### config.mk
export PLATFORM = sky130hd
export DESIGN_NAME = aesc_parse_core
export DESIGN_NICKNAME = d
export VERILOG_FILES = /design/src/rtl/aesc_pkg.sv /design/src/rtl/aesc_parse_core.sv
export SDC_FILE = /design/constraint.sdc
export NUM_CORES = 1
export LEC_CHECK = 0
export BUFFER_PORTS_ARGS = -buffer_cell sky130_fd_sc_hd__buf_2
export CAP_MARGIN = 20
export CORE_MARGIN = 3
export CORE_UTILIZATION = 30
export DETAILED_ROUTE_END_ITERATION = 8
export GPL_TIMING_DRIVEN = 0
export HOLD_SLACK_MARGIN = 0.1
export SYNTH_ARGS = -nofsm -noshare
export SYNTH_HDL_FRONTEND = slang
export SYNTH_SLANG_ARGS = --single-unit
### constraint.sdc
create_clock -name i_clk -period 2 [get_ports i_clk]
set_input_delay 0.1 -clock i_clk [delete_from_list [all_inputs] [get_ports i_clk]]
set_output_delay 0.1 -clock i_clk [all_outputs]
set_load 0.05 [all_outputs]
### src/rtl/aesc_pkg.sv
`timescale 1ns / 1ps
`default_nettype none
// ----------------------------------------------------------------------------
// aesc_pkg
// Shared types and constants of the expression syntax checker.
// ----------------------------------------------------------------------------
package aesc_pkg;

    localparam int unsigned DEFAULT_MAX_DEPTH = 255;
    localparam int unsigned OP_EN_W           = 6;
    localparam logic [OP_EN_W-1:0] OP_EN_RESET = 6'd15;

    localparam logic [7:0] CH_OPEN    = 8'h28;
    localparam logic [7:0] CH_CLOSE   = 8'h29;
    localparam logic [7:0] CH_MINUS   = 8'h2D;
    localparam logic [7:0] CH_PLUS    = 8'h2B;
    localparam logic [7:0] CH_STAR    = 8'h2A;
    localparam logic [7:0] CH_SLASH   = 8'h2F;
    localparam logic [7:0] CH_PERCENT = 8'h25;
    localparam logic [7:0] CH_CARET   = 8'h5E;
    localparam logic [7:0] CH_SPACE   = 8'h20;
    localparam logic [7:0] CH_TAB     = 8'h09;
    localparam logic [7:0] CH_CR      = 8'h0D;
    localparam logic [7:0] CH_ZERO    = 8'h30;
    localparam logic [7:0] CH_NINE    = 8'h39;

    localparam int unsigned OPB_PLUS    = 0;
    localparam int unsigned OPB_MINUS   = 1;
    localparam int unsigned OPB_STAR    = 2;
    localparam int unsigned OPB_SLASH   = 3;
    localparam int unsigned OPB_PERCENT = 4;
    localparam int unsigned OPB_CARET   = 5;

    typedef enum logic [3:0] {
        ST_PENDING      = 4'd0,
        ST_ACCEPTED     = 4'd1,
        ST_EMPTY_LINE   = 4'd2,
        ST_BLANK        = 4'd3,
        ST_START_CLOSE  = 4'd4,
        ST_START_OP     = 4'd5,
        ST_START_UNK    = 4'd6,
        ST_AFTER_NUM    = 4'd7,
        ST_END_OP       = 4'd8,
        ST_AFTER_OP     = 4'd9,
        ST_END_OPEN     = 4'd10,
        ST_AFTER_OPEN   = 4'd11,
        ST_MISSING_OPEN = 4'd12,
        ST_AFTER_CLOSE  = 4'd13,
        ST_MISSING_CLS  = 4'd14,
        ST_OVERFLOW     = 4'd15
    } t_status;

    typedef enum logic [2:0] {
        M_EMPTY,
        M_BLANK,
        M_AFTER_OP,
        M_AFTER_OPEN,
        M_IN_NUM,
        M_AFTER_NUM,
        M_AFTER_CLOSE,
        M_MINUS
    } t_mode;

    typedef enum logic [1:0] {
        CTX_NONE,
        CTX_START,
        CTX_OP,
        CTX_OPEN
    } t_ctx;

    typedef struct packed {
        logic is_space;
        logic is_digit;
        logic is_op;
        logic is_minus;
        logic is_open;
        logic is_close;
    } t_char_class;

endpackage

`default_nettype wire

### src/rtl/aesc_parse_core.sv
`timescale 1ns / 1ps
`default_nettype none
// ----------------------------------------------------------------------------
// aesc_parse_core
// Line parse state: token mode, paren depth, latched error, held minus.
// ----------------------------------------------------------------------------
module aesc_parse_core #(
    parameter int unsigned MAX_DEPTH = aesc_pkg::DEFAULT_MAX_DEPTH
) (
    input  wire logic                          i_clk,
    input  wire logic                          i_rst_n,
    input  wire logic                          i_en,
    input  wire logic                          i_eol,
    input  wire aesc_pkg::t_char_class         i_class,
    input  wire logic                          i_minus_en,
    output aesc_pkg::t_status                  o_status,
    output logic [7:0]                         o_depth
);

    localparam int unsigned DW = $clog2(MAX_DEPTH + 1);

    aesc_pkg::t_mode   r_mode, n_mode;
    aesc_pkg::t_ctx    r_ctx, n_ctx;
    aesc_pkg::t_status r_err, n_err;
    logic [DW-1:0]     r_depth, n_depth;

    aesc_pkg::t_status w_err;
    aesc_pkg::t_status w_minus_err;
    aesc_pkg::t_status w_end;
    logic              w_operand;
    logic              w_full;
    logic [16:0]       w_depth_ext;

    assign w_operand = (r_mode == aesc_pkg::M_EMPTY) || (r_mode == aesc_pkg::M_BLANK) ||
                       (r_mode == aesc_pkg::M_AFTER_OP) || (r_mode == aesc_pkg::M_AFTER_OPEN);
    assign w_full    = (r_depth >= DW'(MAX_DEPTH));

    // Error for a held minus that is not followed by a digit.
    always_comb begin
        unique case (r_ctx)
            aesc_pkg::CTX_OP:   w_minus_err = aesc_pkg::ST_AFTER_OP;
            aesc_pkg::CTX_OPEN: w_minus_err = aesc_pkg::ST_AFTER_OPEN;
            default: w_minus_err = i_minus_en ? aesc_pkg::ST_START_OP
                                              : aesc_pkg::ST_START_UNK;
        endcase
    end

    // Error raised by the current character (pending when it is fine).
    always_comb begin
        w_err = aesc_pkg::ST_PENDING;
        if (r_mode == aesc_pkg::M_MINUS) begin
            if (!i_class.is_digit) w_err = w_minus_err;
        end else if (w_operand) begin
            priority if (i_class.is_space || i_class.is_digit || i_class.is_minus) begin
                w_err = aesc_pkg::ST_PENDING;
            end else if (i_class.is_open) begin
                if (w_full) w_err = aesc_pkg::ST_OVERFLOW;
            end else if (r_mode == aesc_pkg::M_AFTER_OP) begin
                w_err = aesc_pkg::ST_AFTER_OP;
            end else if (r_mode == aesc_pkg::M_AFTER_OPEN) begin
                w_err = aesc_pkg::ST_AFTER_OPEN;
            end else if (i_class.is_close) begin
                w_err = aesc_pkg::ST_START_CLOSE;
            end else if (i_class.is_op) begin
                w_err = aesc_pkg::ST_START_OP;
            end else begin
                w_err = aesc_pkg::ST_START_UNK;
            end
        end else begin
            priority if (i_class.is_space) begin
                w_err = aesc_pkg::ST_PENDING;
            end else if ((r_mode == aesc_pkg::M_IN_NUM) && i_class.is_digit) begin
                w_err = aesc_pkg::ST_PENDING;
            end else if (i_class.is_op) begin
                w_err = aesc_pkg::ST_PENDING;
            end else if (i_class.is_close) begin
                if (r_depth == '0) w_err = aesc_pkg::ST_MISSING_OPEN;
            end else if (r_mode == aesc_pkg::M_AFTER_CLOSE) begin
                w_err = aesc_pkg::ST_AFTER_CLOSE;
            end else begin
                w_err = aesc_pkg::ST_AFTER_NUM;
            end
        end
    end

    // Verdict at end of line when no error was latched.
    always_comb begin
        unique case (r_mode)
            aesc_pkg::M_EMPTY:      w_end = aesc_pkg::ST_EMPTY_LINE;
            aesc_pkg::M_BLANK:      w_end = aesc_pkg::ST_BLANK;
            aesc_pkg::M_AFTER_OP:   w_end = aesc_pkg::ST_END_OP;
            aesc_pkg::M_AFTER_OPEN: w_end = aesc_pkg::ST_END_OPEN;
            aesc_pkg::M_MINUS:      w_end = w_minus_err;
            default: w_end = (r_depth != '0) ? aesc_pkg::ST_MISSING_CLS
                                             : aesc_pkg::ST_ACCEPTED;
        endcase
    end

    // Next state. Error paths leave mode, depth and context untouched.
    always_comb begin
        n_mode  = r_mode;
        n_ctx   = r_ctx;
        n_depth = r_depth;
        n_err   = r_err;
        if (i_eol) begin
            n_mode  = aesc_pkg::M_EMPTY;
            n_ctx   = aesc_pkg::CTX_NONE;
            n_depth = '0;
            n_err   = aesc_pkg::ST_PENDING;
        end else if (r_err == aesc_pkg::ST_PENDING) begin
            n_err = w_err;
            if (w_err == aesc_pkg::ST_PENDING) begin
                if (r_mode == aesc_pkg::M_MINUS) begin
                    n_mode = aesc_pkg::M_IN_NUM;
                    n_ctx  = aesc_pkg::CTX_NONE;
                end else if (w_operand) begin
                    priority if (i_class.is_space) begin
                        if (r_mode == aesc_pkg::M_EMPTY) n_mode = aesc_pkg::M_BLANK;
                    end else if (i_class.is_digit) begin
                        n_mode = aesc_pkg::M_IN_NUM;
                    end else if (i_class.is_minus) begin
                        n_mode = aesc_pkg::M_MINUS;
                        unique case (r_mode)
                            aesc_pkg::M_AFTER_OP:   n_ctx = aesc_pkg::CTX_OP;
                            aesc_pkg::M_AFTER_OPEN: n_ctx = aesc_pkg::CTX_OPEN;
                            default:                n_ctx = aesc_pkg::CTX_START;
                        endcase
                    end else if (i_class.is_open) begin
                        n_mode  = aesc_pkg::M_AFTER_OPEN;
                        n_depth = r_depth + DW'(1);
                    end else begin
                        n_mode = r_mode;
                    end
                end else begin
                    priority if (i_class.is_space) begin
                        if (r_mode == aesc_pkg::M_IN_NUM) n_mode = aesc_pkg::M_AFTER_NUM;
                    end else if ((r_mode == aesc_pkg::M_IN_NUM) && i_class.is_digit) begin
                        n_mode = r_mode;
                    end else if (i_class.is_op) begin
                        n_mode = aesc_pkg::M_AFTER_OP;
                    end else if (i_class.is_close) begin
                        n_mode  = aesc_pkg::M_AFTER_CLOSE;
                        n_depth = r_depth - DW'(1);
                    end else begin
                        n_mode = r_mode;
                    end
                end
            end
        end
    end

    // Result of this item.
    always_comb begin
        if (i_eol) begin
            o_status    = (r_err != aesc_pkg::ST_PENDING) ? r_err : w_end;
            w_depth_ext = 17'(r_depth);
        end else begin
            o_status    = n_err;
            w_depth_ext = 17'(n_depth);
        end
        o_depth = (w_depth_ext > 17'd255) ? 8'hFF : w_depth_ext[7:0];
    end

    always_ff @(posedge i_clk) begin
        if (!i_rst_n) begin
            r_mode  <= aesc_pkg::M_EMPTY;
            r_ctx   <= aesc_pkg::CTX_NONE;
            r_depth <= '0;
            r_err   <= aesc_pkg::ST_PENDING;
        end else if (i_en) begin
            r_mode  <= n_mode;
            r_ctx   <= n_ctx;
            r_depth <= n_depth;
            r_err   <= n_err;
        end
    end

endmodule

`default_nettype wire
==> key figures <==
Global route
  – Total track usage: between 10% and 20%
  – First-pass GRT wire length: 11400 µm
  – Largest net degree at the start of global routing: 12
  – Initial antenna violation count: 0
  – Vias in the first global route: around 2200
  – Total gr overflow: 0

Finish
  – Post-layout util: 53.1%
  – Post-route cell area: between 3000 and 4000 µm²
  – Nets: around 340
  – Layout area overhead: 64.5%
  – Layout cells sized above 1: 45.6%
  – N_diodes: 0

Synth
  – Post-synthesis simple-gate area fraction: about a third
  – Mapped Cells: approximately 260
  – Syn avg cell area: ~7.0 µm²
  – Largest family of logic cells by synthesized area: simple AND/OR/NAND/NOR gates
  – Seq cells post-synth: 17
  – Post-synth top area cell: dfxtp_1
  – Netlist Area Pre-Place: 1840 µm²
  – Synth cell count leaders: nor2_1 (27), nand2_1 (21), dfxtp_1 (17), clkbuf_1 (15), a21oi_1 (13)
  – Seq/Total Area, Yosys: between 10% and 20%
  – Yosys warnings: 0
  – Most frequent cell after synthesis: nor2_1
  – Synth Net Count: 277
  – Share of Yosys cell area claimed by the top area cell type: 18.5%
  – Post-synth ARST share: 0%
  – Synth Area in Compound Gates: between 20% and 30%
  – Netlist cell types: 61
  – Largest cells by area after synthesis: dfxtp_1 (18%), nor2_1 (5.5%), nand2_1 (4.3%)
  – Post-Synth XOR/XNOR Area: roughly 3.8%
  – Top_reg_cell synth: dfxtp_1
  – Post-synth EDFFs: 0
  – Mux cell area share after synthesis: 3.46%
  – Synth Area in Adders: 2.04%

STA
  – Max-slew violation count: 0
  – RSZ-0062 raised after global routing: yes
  – Worst slew pin tran: 0.863 ns
  – Slew margin rel.: between 40% and 50%
  – Final Cycle Share: 129%
  – Clk_skew: between 0.004 and 0.005 ns
  – Endpoints failing hold: 0
  – Final setup vio count: 23
  – Minimum clock period after layout: roughly 2.6 ns
  – Final setup margin: -0.580 ns
  – Achievable Freq: about 0.39 GHz

Floorplan
  – Die span in y: between 80 and 90 µm
  – Die area: about 7000 µm²
  – Num ports: 23
  – Starting density of the core: around 32%
  – Core Region: approximately 5700 µm²
  – Rows: 27
  – Die width: 84.4 µm

Critical path
  – Required time worst endpoint: between 1.5 and 2 ns
  – WP data arrival: roughly 2.5 ns
  – Crit. End Element: primary output
  – Critical-path cell list: or3b_1, buf_6, a32oi_4, o211a_4, buf_4, and2_4, nand4_1, xnor2_4, buf_6
  – Crit-path slowest cell: or3b_1
  – Crit-path most repeated cell: buf_6
  – CP max FO: 4
  – CP Launch Type: flop
  – Critical Path Max Stage Delay: 0.38 ns
  – Worst R2R Setup Slack: -0.54 ns
  – CP Class: reg2out

Hold path
  – Min-delay worst type: in2reg

Placed design
  – Port Buf Inserts: 19
  – Detail Placement HPWL: between 4000 and 5000 µm
  – Area after DPL: approximately 2200 µm²
  – GPL Wtd Cong: between 0.9 and 1

CTS
  – CTS tree: built
  – CTS Buffer Depth: 2
  – CTS Buf Count: 3
  – Root Buffer: clkbuf_8
  – H-tree levels: 1
  – Clock-pin slew on the worst setup and hold paths: around 0.08 ns
  – Clk Latency, worst-skew pair: 0.27 ns
  – CTS Sinks: 17

Detailed routing
  – Detailed-route wire length per cell: about 20 µm
  – DRC viols: 0
  – Via count: 2431
  – DR iter-0 viols: approximately 290
  – Drt pass-1 iters: 5
  – DRT Wirelength: around 7600 µm
  – Vias per inst: just over 6
  – DRT antenna net count: 0

Run
  – Maxcap violations: 0

Outcome
  – Failing checks: setup timing
  – Status: finished with violations

Power
  – Power per Cell Area: around 360 nW/µm²
  – VDD IR max: 0.301 mV
  – Leak Pwr: between 1 and 1.5 nW
[stage by stage]
step	total power, mW	hold slack (ns)	setup TNS, ns	setup WS (ns)	std cells
after global placement	0.649	0.496	-10.95	-0.708	354
after CTS	1.04	0.239	-10.48	-0.642	381
after detailed placement	0.647	0.508	-10.87	-0.719	354
final	1.08	0.250	-9.80	-0.580	392
after global routing	1.11	0.283	-11.22	-0.653	392
after floorplan	0.574	0.437	-2.65	-0.306	263
[metal layers]
layer,GRT usage [%],vias to the layer above,wire length [µm],part of all wire (%)
met4,4.60,0,246,3.2
met5,0,-,0,0
met2,31.6,155,3520,46
li1,-,1112,-,-
met3,2.85,31,711,9.3
met1,27.5,1133,3170,41
[placed cells by master, fill, tap and decap left out, types with 4 or more instances in the layout]
master    count
nor3_1        7
dfxtp_1       8
dfxtp_4       6
a21oi_1       9
o21ai_0       9
buf_2        10
buf_4        29
xor2_4        4
a31oi_1      11
inv_1         9
nand2_1      19
clkbuf_1      9
nand3_1       8
nand4_1       6
nor4_4        6
nor2_1       26
buf_6        23
[cell type report]
type	instances	area, µm²
Clock buffer	3	41.3
Fill cell	509	2680
Sequential cell	17	367
Inverter	11	46.3
Tap cell	72	90.1
Clock inverter	1	7.51
Multi-Input combinational cell	209	1820
Buffer	20	131
Timing Repair Buffer	59	526
[worst max-delay path: cells and delay by family, from the launching register on]
family                    cells  cell delay, ns
buffers and inverters         3            0.44
and+or+nand+nor               3            0.78
AOI/OAI and AO/OA             2            0.41
DFF                           1            0.34
xor gates and xnor gates      1            0.25
[state kept, by name, summed over array words and instances (netlist names)]
| register | flops |
|---|---|
| r_err | 4 |
| r_depth | 8 |
| r_ctx | 2 |
| r_mode | 3 |
[path summary, 6_finish.rpt]
check	startpoint	end	depth (start not counted)
setup / recovery	r_mode[0]	o_depth[6]	9
hold / removal	i_rst_n	r_depth[0]	2
setup reg to reg	r_depth[0]	r_depth[1]	16
hold reg to reg	r_ctx[0]	r_ctx[0]	2
[kinds of logic (layout without fill, tap and decap cells)]
logic type,after synthesis,after routing
muxes,6,6
DFF,17,17
and+or+nand+nor,116,116
buffers and inverters,37,94
xor gates and xnor gates,8,8
adders and majority gates,3,3
AOI/OAI and AO/OA,76,76
[where the power goes]
part,internal [mW],total (mW),switching [mW]
registers,0.337,0.343,0.00578
logic,0.181,0.438,0.257
clock network,0.141,0.297,0.155
[what timing repair did]
| action | CTS | global route |
|---|---|---|
| pin swaps | 28 | 23 |
| hold endpoints to repair | 0 | 0 |
| hold buffers | 0 | 0 |
| endpoints found under the setup margin | 29 | 27 |
| cloned | 1 | 0 |
| gates resized for setup | 79 | 47 |
| buffers inserted | 25 | 18 |
No activity file was read; power rests on OpenSTA's default activity.
